**config.mk**
```make
export PLATFORM = sky130hd
export DESIGN_NAME = command_frame_receiver_crc16_unit_flat
export DESIGN_NICKNAME = d
export VERILOG_FILES = /design/src/rtl/cfr_pkg.sv /design/src/rtl/cfr_if.sv /design/src/rtl/cfr_frame_core.sv /design/src/rtl/command_frame_receiver_crc16_unit.sv /design/src/flat_wrapper.sv
export VERILOG_INCLUDE_DIRS = /design/src /design/src/rtl
export SDC_FILE = /design/constraint.sdc
export NUM_CORES = 1
export LEC_CHECK = 0
export ABC_CLOCK_PERIOD_IN_PS = 3240
export BUFFER_PORTS_ARGS = -buffer_cell sky130_fd_sc_hd__buf_2
export CAP_MARGIN = 0
export CORE_MARGIN = 2
export CORE_UTILIZATION = 35
export DETAILED_ROUTE_END_ITERATION = 16
export PLACE_DENSITY = 0.5
export REMOVE_ABC_BUFFERS = 1
export SLEW_MARGIN = 20
export SYNTH_ARGS = -nofsm -noshare
export SYNTH_HDL_FRONTEND = slang
export SYNTH_SLANG_ARGS = --single-unit
```
**constraint.sdc**
```tcl
create_clock -name i_clk -period 3.24 [get_ports i_clk]
set_input_delay 0 -clock i_clk [delete_from_list [all_inputs] [get_ports i_clk]]
set_output_delay 0 -clock i_clk [all_outputs]
set_load 0.05 [all_outputs]
```
**src/rtl/command_frame_receiver_crc16_unit_assert.svh**
```systemverilog
// Assertion macros shared by the frame receiver RTL.
`ifndef COMMAND_FRAME_RECEIVER_CRC16_UNIT_ASSERT_SVH
`define COMMAND_FRAME_RECEIVER_CRC16_UNIT_ASSERT_SVH

// Property that must hold at every clock edge outside reset.
`define CFR_ASSERT_HOLD(label, clk, rst_n, prop, msg) \
    label: assert property (@(posedge clk) disable iff (!rst_n) (prop)) else $error(msg);

// Consequence that must hold in the cycle after the antecedent.
`define CFR_ASSERT_NEXT(label, clk, rst_n, ante, cons, msg) \
    label: assert property (@(posedge clk) disable iff (!rst_n) (ante) |=> (cons)) else $error(msg);

`endif

```
**src/rtl/cfr_pkg.sv**
```systemverilog
package cfr_pkg;

    localparam int unsigned DEF_RECORD_LEN = 60;
    localparam int unsigned DEF_BUFFER_LEN = 64;

    localparam int unsigned COUNT_W = 7;
    localparam int unsigned POS_W   = 6;
    localparam int unsigned CRC_W   = 16;

    localparam logic [7:0]       CMD_WRITE  = 8'h03;
    localparam logic [7:0]       CMD_READ   = 8'h04;
    localparam logic [7:0]       CMD_SENSOR = 8'h40;
    localparam logic [CRC_W-1:0] CRC_INIT   = 16'hFFFF;
    localparam logic [CRC_W-1:0] CRC_POLY   = 16'h1021;

    typedef enum logic [1:0] {
        KIND_UNKNOWN = 2'd0,
        KIND_WRITE   = 2'd1,
        KIND_READ    = 2'd2,
        KIND_SENSOR  = 2'd3
    } t_frame_kind;

    typedef struct packed {
        logic       frame_start;
        logic [7:0] data_byte;
    } t_byte_item;

    typedef struct packed {
        logic [POS_W-1:0] byte_position;
        logic             frame_done;
        logic             crc_ok;
        t_frame_kind      frame_kind;
        logic             overflow;
    } t_result_item;

    typedef struct packed {
        logic [COUNT_W-1:0] count;
        logic [7:0]         cmd;
        logic [CRC_W-1:0]   crc;
        logic               complete;
    } t_frame_state;

    // CRC-16/CCITT, MSB first, one byte per call.
    function automatic logic [CRC_W-1:0] crc_update(input logic [CRC_W-1:0] crc,
                                                   input logic [7:0] data);
        logic [CRC_W-1:0] c;
        c = crc ^ {data, 8'h00};
        for (int b = 0; b < 8; b++) begin
            if (c[CRC_W-1]) begin
                c = {c[CRC_W-2:0], 1'b0} ^ CRC_POLY;
            end else begin
                c = {c[CRC_W-2:0], 1'b0};
            end
        end
        return c;
    endfunction

    function automatic t_frame_kind kind_of(input logic [7:0] cmd);
        t_frame_kind k;
        case (cmd)
            CMD_WRITE:  k = KIND_WRITE;
            CMD_READ:   k = KIND_READ;
            CMD_SENSOR: k = KIND_SENSOR;
            default:    k = KIND_UNKNOWN;
        endcase
        return k;
    endfunction

endpackage

```
**src/rtl/cfr_if.sv**
```systemverilog
interface cfr_byte_if;
    import cfr_pkg::*;

    logic       valid;
    logic       ready;
    logic       frame_start;
    logic [7:0] data_byte;

    modport source (output valid, output frame_start, output data_byte, input ready);
    modport sink   (input valid, input frame_start, input data_byte, output ready);
endinterface

interface cfr_result_if;
    import cfr_pkg::*;

    logic             valid;
    logic             ready;
    logic [POS_W-1:0] byte_position;
    logic             frame_done;
    logic             crc_ok;
    logic [1:0]       frame_kind;
    logic             overflow;

    modport source (output valid, output byte_position, output frame_done,
                    output crc_ok, output frame_kind, output overflow, input ready);
    modport sink   (input valid, input byte_position, input frame_done,
                    input crc_ok, input frame_kind, input overflow, output ready);
endinterface

```
**src/rtl/cfr_frame_core.sv**
```systemverilog
module cfr_frame_core #(
    parameter int unsigned RECORD_LEN = cfr_pkg::DEF_RECORD_LEN,
    parameter int unsigned BUFFER_LEN = cfr_pkg::DEF_BUFFER_LEN
) (
    input  cfr_pkg::t_frame_state i_state,
    input  cfr_pkg::t_byte_item   i_item,
    output cfr_pkg::t_frame_state o_state,
    output cfr_pkg::t_result_item o_result
);
    import cfr_pkg::*;

    localparam logic [COUNT_W-1:0] WriteLen  = COUNT_W'(RECORD_LEN + 4);
    localparam logic [COUNT_W-1:0] ReadLen   = COUNT_W'(4);
    localparam logic [COUNT_W-1:0] SensorLen = COUNT_W'(8);
    localparam logic [COUNT_W-1:0] BufLen    = COUNT_W'(BUFFER_LEN);
    localparam logic [POS_W-1:0]   LastPos   = POS_W'(BUFFER_LEN - 1);

    function automatic logic [COUNT_W-1:0] length_of(input logic [7:0] cmd);
        logic [COUNT_W-1:0] len;
        case (cmd)
            CMD_WRITE:  len = WriteLen;
            CMD_READ:   len = ReadLen;
            CMD_SENSOR: len = SensorLen;
            default:    len = '0;
        endcase
        return len;
    endfunction

    always_comb begin
        t_frame_state       s;
        logic [COUNT_W-1:0] cnt_inc;
        logic [COUNT_W-1:0] len;

        s = i_state;
        // start marker clears the frame before this byte is looked at
        if (i_item.frame_start) begin
            s.count    = '0;
            s.crc      = CRC_INIT;
            s.complete = 1'b0;
        end

        o_result = '0;
        cnt_inc  = s.count + COUNT_W'(1);
        len      = '0;

        if (s.complete) begin
            // trailing byte after completion: ignored
            len                    = length_of(s.cmd);
            o_result.byte_position = len[POS_W-1:0];
        end else if (s.count >= BufLen) begin
            o_result.overflow      = 1'b1;
            o_result.byte_position = LastPos;
        end else begin
            o_result.byte_position = s.count[POS_W-1:0];
            if (s.count == '0) begin
                s.cmd = i_item.data_byte;
            end
            s.crc   = crc_update(s.crc, i_item.data_byte);
            s.count = cnt_inc;
            len     = length_of(s.cmd);
            if (len != '0 && cnt_inc == len) begin
                s.complete          = 1'b1;
                o_result.frame_done = 1'b1;
                o_result.crc_ok     = (s.crc == '0);
            end
        end

        o_result.frame_kind = kind_of(s.cmd);
        o_state             = s;
    end

endmodule

```
**src/rtl/command_frame_receiver_crc16_unit.sv**
```systemverilog
// Command frame receiver with CRC-16/CCITT check.
// i_byte carries received serial bytes; frame_start marks the first byte of
// a frame (the command byte). The command selects the frame length: program
// write is RECORD_LEN+4 bytes, program read 4, sensor read 8. Each accepted
// byte yields exactly one transaction on o_result with its position, the
// frame kind, frame_done on the last byte with crc_ok when the CRC residue
// over the whole frame is zero, and overflow when the buffer was full.
// Pipeline: a byte accepted on i_byte is held in the input register; once
// the result slot is free it is processed and its result is registered.
// Throughput: one byte per cycle while o_result is not stalled; the
// byte-wise CRC update and length compare lie between the two registers.
// Reset (synchronous, active low) empties both registers and restores the
// frame state: count 0, command 0, CRC 0xFFFF, not complete.
// When o_result stalls, the result register holds and the input register
// takes one more byte; i_byte.ready drops once both are occupied.
`include "command_frame_receiver_crc16_unit_assert.svh"

module command_frame_receiver_crc16_unit #(
    parameter int unsigned RECORD_LEN = cfr_pkg::DEF_RECORD_LEN,
    parameter int unsigned BUFFER_LEN = cfr_pkg::DEF_BUFFER_LEN
) (
    input  logic         i_clk,
    input  logic         i_rst_n,
    cfr_byte_if.sink     i_byte,
    cfr_result_if.source o_result
);
    import cfr_pkg::*;

    // input register stage
    logic         r_in_valid;
    t_byte_item   r_in;
    // result register stage
    logic         r_out_valid;
    t_result_item r_res;
    // frame state, updated as a byte moves into the result register
    t_frame_state r_state;

    t_frame_state n_state;
    t_result_item n_res;
    t_byte_item   w_in_item;
    logic         w_adv;
    logic         w_fire;
    logic         w_accept;

    assign w_in_item.frame_start = i_byte.frame_start;
    assign w_in_item.data_byte   = i_byte.data_byte;

    // result slot free or being drained this cycle
    assign w_adv    = !r_out_valid || o_result.ready;
    assign w_fire   = r_in_valid && w_adv;
    assign i_byte.ready = !r_in_valid || w_adv;
    assign w_accept = i_byte.valid && i_byte.ready;

    cfr_frame_core #(
        .RECORD_LEN (RECORD_LEN),
        .BUFFER_LEN (BUFFER_LEN)
    ) u_core (
        .i_state  (r_state),
        .i_item   (r_in),
        .o_state  (n_state),
        .o_result (n_res)
    );

    always_ff @(posedge i_clk) begin
        if (!i_rst_n) begin
            r_in_valid  <= 1'b0;
            r_out_valid <= 1'b0;
            r_state     <= '{count: '0, cmd: '0, crc: CRC_INIT, complete: 1'b0};
        end else begin
            if (w_accept) begin
                r_in_valid <= 1'b1;
            end else if (w_fire) begin
                r_in_valid <= 1'b0;
            end
            if (w_fire) begin
                r_out_valid <= 1'b1;
                r_state     <= n_state;
            end else if (o_result.ready) begin
                r_out_valid <= 1'b0;
            end
        end
    end

    // payload registers, no reset
    always_ff @(posedge i_clk) begin
        if (w_accept) begin
            r_in <= w_in_item;
        end
        if (w_fire) begin
            r_res <= n_res;
        end
    end

    assign o_result.valid         = r_out_valid;
    assign o_result.byte_position = r_res.byte_position;
    assign o_result.frame_done    = r_res.frame_done;
    assign o_result.crc_ok        = r_res.crc_ok;
    assign o_result.frame_kind    = r_res.frame_kind;
    assign o_result.overflow      = r_res.overflow;

    // a completing byte is never a dropped one
    `CFR_ASSERT_HOLD(a_done_no_ovf, i_clk, i_rst_n, !o_result.valid || !(o_result.frame_done && o_result.overflow), "frame_done with overflow")
    // crc_ok only reported on completion
    `CFR_ASSERT_HOLD(a_ok_needs_done, i_clk, i_rst_n, !o_result.valid || o_result.frame_done || !o_result.crc_ok, "crc_ok without frame_done")
    // byte count never runs past the buffer
    `CFR_ASSERT_HOLD(a_count_bound, i_clk, i_rst_n, r_state.count <= COUNT_W'(BUFFER_LEN), "byte count beyond buffer")
    // a start byte lands at position zero and is never dropped
    `CFR_ASSERT_NEXT(a_start_pos, i_clk, i_rst_n, w_fire && r_in.frame_start, o_result.valid && o_result.byte_position == '0 && !o_result.overflow, "start byte misplaced")

endmodule
```
**src/flat_wrapper.sv**
```systemverilog
// flat-port wrapper written by rule: the top's interface ports become plain ports
module command_frame_receiver_crc16_unit_flat import cfr_pkg::*;
#(
    parameter int unsigned RECORD_LEN = cfr_pkg::DEF_RECORD_LEN,
    parameter int unsigned BUFFER_LEN = cfr_pkg::DEF_BUFFER_LEN
)
  (i_clk, i_rst_n, i_byte_valid, i_byte_frame_start, i_byte_data_byte, i_byte_ready, o_result_valid, o_result_byte_position, o_result_frame_done, o_result_crc_ok, o_result_frame_kind, o_result_overflow, o_result_ready);
  cfr_byte_if i_byte_i ();
  cfr_result_if o_result_i ();
  input  logic i_clk;
  input  logic i_rst_n;
  input wire logic [$bits(i_byte_i.valid)-1:0] i_byte_valid;
  input wire logic [$bits(i_byte_i.frame_start)-1:0] i_byte_frame_start;
  input wire logic [$bits(i_byte_i.data_byte)-1:0] i_byte_data_byte;
  output wire logic [$bits(i_byte_i.ready)-1:0] i_byte_ready;
  output wire logic [$bits(o_result_i.valid)-1:0] o_result_valid;
  output wire logic [$bits(o_result_i.byte_position)-1:0] o_result_byte_position;
  output wire logic [$bits(o_result_i.frame_done)-1:0] o_result_frame_done;
  output wire logic [$bits(o_result_i.crc_ok)-1:0] o_result_crc_ok;
  output wire logic [$bits(o_result_i.frame_kind)-1:0] o_result_frame_kind;
  output wire logic [$bits(o_result_i.overflow)-1:0] o_result_overflow;
  input wire logic [$bits(o_result_i.ready)-1:0] o_result_ready;
  assign i_byte_i.valid = i_byte_valid;
  assign i_byte_i.frame_start = i_byte_frame_start;
  assign i_byte_i.data_byte = i_byte_data_byte;
  assign i_byte_ready = i_byte_i.ready;
  assign o_result_valid = o_result_i.valid;
  assign o_result_byte_position = o_result_i.byte_position;
  assign o_result_frame_done = o_result_i.frame_done;
  assign o_result_crc_ok = o_result_i.crc_ok;
  assign o_result_frame_kind = o_result_i.frame_kind;
  assign o_result_overflow = o_result_i.overflow;
  assign o_result_i.ready = o_result_ready;
  command_frame_receiver_crc16_unit #(.RECORD_LEN(RECORD_LEN), .BUFFER_LEN(BUFFER_LEN)) u_core (.i_clk(i_clk), .i_rst_n(i_rst_n), .i_byte(i_byte_i), .o_result(o_result_i));
endmodule
```
Word-level counts from Yosys, hierarchy flattened
Cells that the tools add are included.
{ "classes": {"n_addsub": 1, "n_lt_le_gt_ge": 1, "n_eq_ne": 10, "muxes": 45, "bitwise": 10, "n_reduce_logical": 14} }
{ "op_table": {"columns": ["cell", "n"], "rows": [
  ["16-bit 2-to-1 mux", 16],
  ["13-bit 2-to-1 mux", 8],
  ["32-bit 2-to-1 mux", 2],
  ["8-bit by 2-bit == test with 1-bit output, second input constant", 3],
  ["8-bit by 3-bit == test with 1-bit output, second input constant", 3],
  ["8-bit by 7-bit == test with 1-bit output, second input constant", 3],
  ["8-bit 2-to-1 mux", 3],
  ["3-bit inverter", 8],
  ["7-bit 2-to-1 mux", 3],
  ["7-bit one-hot mux with 3 select lines", 1],
  ["17-bit 2-to-1 mux", 1],
  ["16-bit logical NOT", 1],
  ["16-bit bitwise XOR", 1],
  ["6-bit 2-to-1 mux", 2],
  ["4-bit one-hot mux with 3 select lines", 1],
  ["7-bit by 1-bit adder with 7-bit output, second input constant", 1],
  ["7-bit == test", 1],
  ["7-bit greater-or-equal comparator, second input constant", 1],
  ["7-bit logical NOT", 1],
  ["7-bit nonzero test", 1],
  ["1-bit 2-to-1 mux", 6],
  ["2-bit one-hot mux with 3 select lines", 1],
  ["2-bit nonzero test", 2],
  ["1-bit logical AND", 3],
  ["other kinds (6)", 8]
]} }
{ "word_totals": {"register_bits": 54, "in_bits": 13, "out_inout_bits": 13} }

Logic depth before layout (Yosys ltp)
{ "logic_depth": {"word_depth": 38, "depth_mapped": 13} }

By module
Synthesis repeated with hierarchy kept, for this count alone.
{ "hier_totals": {"cells_unflattened": 422, "area_unflattened_um2": 3684.8} }
{ "by_module_without_submodules": {"columns": ["mod", "instances", "cells_each", "area_each_um2", "seq_area_each_um2"], "rows": [
  ["command_frame_receiver_crc16_unit", 1, 171, 1986.9, 1281.2],
  ["cfr_frame_core", 1, 251, 1697.9, 0.0]
]} }

Least setup slack after synthesis
No wires, ideal clock.
{ "synth_timing": {"path_type": "register -> register", "startpoint": "reg u_core.r_in[8] in the netlist's numbering", "endpoint": "reg u_core.r_res, in the netlist u_core.o_result.crc_ok, data pin", "arrival_ns": 3.304, "required_time_ns": 3.070, "setup_slack_ns": -0.234, "path_stages_with_launch": 13, "path_buffers": 4, "synth_period_minus_slack_ns": 3.474, "cell_sequence": "edfxtp_1 > clkbuf_1 > clkbuf_1 > clkbuf_1 > buf_1 > nor2b_1 > ha_1 > and3_1 > nor3_1 > a311oi_1 > a311o_1 > or4b_4 > nor4_2"} }
{ "synth_between": {"elab_chain_cells": 29, "word_cells_on_any_way": 53, "cone_classes": "add/sub (1); order compare (1); eq/ne (4); mux (32); bitwise (10); reduce/logical (5)"} }
{ "synth_lines": {"columns": ["element", "line", "text"], "rows": [
  ["from (decl)", "command_frame_receiver_crc16_unit.sv:31", "t_byte_item r_in;"],
  ["from (signal assigned)", "command_frame_receiver_crc16_unit.sv:87", "r_in <= w_in_item;"],
  ["17-bit 2-to-1 mux", "cfr_frame_core.sv:36", "if (i_item.frame_start) begin"],
  ["16-bit bitwise XOR", "cfr_pkg.sv:47", "c = crc ^ {data, 8'h00};"],
  ["3-bit inverter (no line)", null, null],
  ["13-bit 2-to-1 mux", "cfr_pkg.sv:49", "if (c[CRC_W-1]) begin"],
  ["16-bit 2-to-1 mux", "cfr_frame_core.sv:50", "end else if (s.count >= BufLen) begin"],
  ["16-bit 2-to-1 mux", "cfr_frame_core.sv:46", "if (s.complete) begin"],
  ["13-bit 2-to-1 mux", "cfr_pkg.sv:49", null],
  ["16-bit 2-to-1 mux", "cfr_frame_core.sv:50", null],
  ["(+13 left out)", null, null],
  ["13-bit 2-to-1 mux", "cfr_pkg.sv:49", null],
  ["16-bit 2-to-1 mux", "cfr_frame_core.sv:50", null],
  ["16-bit 2-to-1 mux", "cfr_frame_core.sv:46", null],
  ["3-bit inverter (no line)", null, null],
  ["13-bit 2-to-1 mux", "cfr_pkg.sv:49", null],
  ["16-bit 2-to-1 mux", "cfr_frame_core.sv:50", null],
  ["16-bit 2-to-1 mux", "cfr_frame_core.sv:46", null],
  ["16-bit logical NOT", "cfr_frame_core.sv:64", "o_result.crc_ok = (s.crc == '0);"],
  ["to (signal assigned)", "command_frame_receiver_crc16_unit.sv:90", "r_res <= n_res;"],
  ["to (decl)", "command_frame_receiver_crc16_unit.sv:34", "t_result_item r_res;"]
]} }
Parallel ways exist; a longest one is shown, timed or not. The select of a mux whose other input is x is not followed.
A chain may end at the register's enable or synchronous reset.

Worst setup path after layout
Ends and elaborated chain as after synthesis.

==> results.md <==
- TritonCTS built the clock tree.
- The post-cts repair resize count is 0.
- The cell leakage power is 0.00124 uW.
- The final cycle utilization of the critical path is 90.8%.
- Once the floorplan was initialized, standard cells occupied 36.1% of the core.
- The per-instance average area after synthesis is 9.38 um^2.
- The critical path goes through nand2b_1, inv_1, ha_1, nand3_1, or4_1, a21oi_1, xnor2_1, or4b_4, nor4_2.
- Detailed placement finished with a half-perimeter wire length of 4460 um.
- The post-route netlist has 13.5% of its cells at a drive strength greater than 1.
- The logic depth of the worst register-to-register path is 9.
- The number of cells after detailed placement is 427.
- For this run, asynchronously set or reset flops after synthesis account for 0%.
- The die is 96.0 um tall.
- The number of max-slew violations in the final report is 0.
- The combinational family with the most area after synthesis is simple AND/OR/NAND/NOR gates.
- The number of nets still failing antenna checks after routing is 0.
- Summed over all layers, the global routing overflow is 0.
- The mean number of vias per cell is 5.05.
- Setup repair after global routing left no endpoint under its margin.
- Cells fill 40.7% of the core in the end.
- The most common cell after layout, fill and taps aside is sky130_fd_sc_hd__dfxtp_1.
- Counting distinct cell types in the post-synthesis netlist gives 47.
- The fraction of the mapped netlist area in compound gates is 11.4%.
- Broken down by cell family, the worst path's largest delay share belongs to simple AND/OR/NAND/NOR gates.
- The mapped cell area is 2960 um^2.
- The kind of start point of the critical path is a flip-flop.
- For this design the top-level I/O count stands at 26.
- The via count of the first global-routing pass was 2084.
- The clock net in this run drives a total of 54 sinks.
- STA classifies the critical path endpoint as a flip-flop.
- Counting instances, the worst hold path has a depth of 3.
- After detailed routing, the average wire length per cell comes to 14.1 um.
- The clock passes through at most 2 buffers.
- After Yosys synthesis, XOR and XNOR cells account for 13.3% of the synthesized area.
- Max-cap violations in this run came to 0.
- The count of final setup violators is 0.
- The cell taking the most area after synthesis is sky130_fd_sc_hd__dfxtp_1.
- The number of buffers added on ports is 25.
- The number of levels in the clock H-tree is 2.
- Headroom to the max-slew limit came out at 37.9%.
- The core footprint is 8220 um^2.
- The cell at the slowest stage of the critical path is sky130_fd_sc_hd__or4_1.
- The floorplan die area is 9220 um^2.
- The total power per unit cell area is 423 nW/um^2.
- The number of stages on the worst setup path is 9.
- By area the synthesized netlist is led by sky130_fd_sc_hd__dfxtp_1 23%, sky130_fd_sc_hd__edfxtp_1 20%, sky130_fd_sc_hd__xnor2_1 9.2%.
- The area share of the largest cell type after synthesis is 23.0%.
- The synthesized-area fraction occupied by and/or/nand/nor cells is 22.3%.
- The instance count of the mapped netlist is 316.
- The final layout contains 356 nets.
- The clock reaches the later pin of the worst-skew pair after 0.30 ns.
- The post-CTS setup-driven buffer insertion count is 0.
- The hold-fix buffer count after cts is 10.
- The maximum net fanout on the critical path is 6.
- The classification of the worst-slack hold path is in -> reg.
- Setup total negative slack on the finished layout was measured at 0 ns.
- The data required time of the worst path is 3.38 ns.
- The first global-routing pass estimated 10500 um of wire.
- The top cell types in the final layout, fill and taps aside, are 34 x sky130_fd_sc_hd__dfxtp_1, 32 x sky130_fd_sc_hd__nand2_1, 31 x sky130_fd_sc_hd__xnor2_1.
- The final-layout worst hold slack is 0.0397 ns.
- The synthesis-to-layout area growth is 12.9%.
- The pre-antenna-repair detailed-routing pass consisted of 4 iterations.
- 0 antenna diodes ended up in the layout.
- The maximum number of pins on one net before global-route repair is 36.
- After Yosys synthesis, full adders, half adders and majority gates account for 1.69% of the synthesized area.
- The worst setup path category is reg -> reg.
- The final standard cell count with taps included and fillers excluded is 445.
- The overall routing resource usage is 14.8%.
- The number of antenna violations at the first check in global routing was 0.
- The synthesized design contains 54 register bits.
- The number of synthesis warnings is 0.
- The dominant register cell in the synthesized netlist is sky130_fd_sc_hd__dfxtp_1.
- For the pin with the worst max-slew slack, the measured transition is 0.927 ns.
- Clock-pin slew was measured on the worst setup and hold paths at 0.10 ns.
- The sequential element share of the synthesized area is 43.2%.
- The smallest clock period supported by the final layout is computed as 2.94 ns.
- In this run the core area contains 33 standard-cell rows.
- VDD sags by at most 0.000150 V.
- The number of hold-slack violations in the final timing report is 0.
- The cell sitting at the root of the clock tree is a sky130_fd_sc_hd__clkbuf_8.
- The data arrival time of the critical path is 3.08 ns.
- The final weighted congestion in routability-driven placement is 0.846.
- The via count is 2248.
- The portion of netlist area occupied by mux cells is 4.43%.
- The maximum clock skew at final layout is 0.0125 ns.
- For this block, the initial DRC count from the detailed router was 173.
- The delay of the slowest cell on the worst path is 0.49 ns.
- The run finished with clean final reports.
- The maximum achievable frequency is 340 MHz.
- The horizontal extent of the die is 96.0 um.
- The number of buffers created by CTS is 5.
- Together, buffers and inverters on the worst path number 1.
- For this run, design rule violations remaining after detail routing come to 0.
- The number of enable-type register cells in the synthesized netlist is 20.
- After detailed routing, the total wire length is 6260 um.
## worst register-to-register path, stage by stage (launching register included)
cell,delay (ns)
sky130_fd_sc_hd__edfxtp_1,0.46
sky130_fd_sc_hd__nand2b_1,0.24
sky130_fd_sc_hd__inv_1,0.10
sky130_fd_sc_hd__ha_1,0.29
sky130_fd_sc_hd__nand3_1,0.15
sky130_fd_sc_hd__or4_1,0.49
sky130_fd_sc_hd__a21oi_1,0.20
sky130_fd_sc_hd__xnor2_1,0.10
sky130_fd_sc_hd__or4b_4,0.49
sky130_fd_sc_hd__nor4_2,0.26
## cell usage after synthesis (all sizes together) (2+ instances only)
library cell	number
ha	4
nor3	11
inv	4
a211oi	4
nand2b	5
or2	3
xor2	14
nand3	8
o21a	2
edfxtp	20
mux2i	12
nor4b	2
nor4	4
nand4b	2
clkbuf	21
or4	3
xnor2	31
and3	2
o21ai	7
nor2	27
a21boi	3
o211ai	15
nor2b	14
nand3b	3
a21oi	8
a311oi	2
buf	3
nand4	3
nand2	32
dfxtp	34
## routing by layer
layer	share of wire, %	GRT usage, %	wire length (um)	vias up
met5	0	0	0	-
met3	4.0	2.43	250	5
met1	53	22.1	3330	1053
met2	42	21.7	2600	45
met4	1.2	4.76	74	0
li1	-	-	-	1145
## power by group
group | switching, uW | internal [uW]
combinational | 154 | 117
sequential | 36.8 | 740
clock | 211 | 154
total | 402 | 1010
## cells by family after synthesis
kind of cell	Yosys count
AO/OA/AOI/OAI	48
AND/OR/NAND/NOR	124
multiplexers	13
XOR/XNOR	45
flip-flops	54
adder cells (fa/ha/maj)	4
buffers and inverters	28
## cell type report
cell class / instances / area, um^2
Fill cell: 823 / 4870
Multi-Input combinational cell: 234 / 1570
Sequential cell: 54 / 1280
Timing Repair Buffer: 40 / 263
Tap cell: 105 / 131
Clock buffer: 8 / 80.1
Inverter: 4 / 15.0
## metrics by stage
stage | total power [uW] | setup WS, ns | instance area, um^2
2_1_floorplan | 985 | 0.00452 | 2870
3_3_place_gp | 1050 | 0.398 | 3160
3_5_place_dp | 1060 | 0.331 | 3160
4_1_cts | 1440 | 0.314 | 3340
5_1_grt | 1500 | 0.133 | 3340
6_report | 1410 | 0.298 | 3340
## state kept, by name (all words and copies together) (netlist names)
register                       cells
u_core.r_in_valid                  1
u_core.o_result.overflow           1
u_core.o_result.frame_done         1
u_core.o_result.frame_kind         2
u_core.o_result.crc_ok             1
u_core.r_in                        9
u_core.o_result.valid              1
u_core.r_state                    32
u_core.o_result.byte_position      6
## path summary, 6_finish.rpt
path	to	start	slack [ns]
max reg2reg	u_core.o_result.crc_ok	u_core.r_in[8]	0.30
min	u_core.o_result.valid	o_result_ready	0.04
min reg2reg	u_core.r_state[7]	u_core.r_state[7]	0.51
max	u_core.o_result.crc_ok	u_core.r_in[8]	0.30
(Power assumes the default switching activity.)
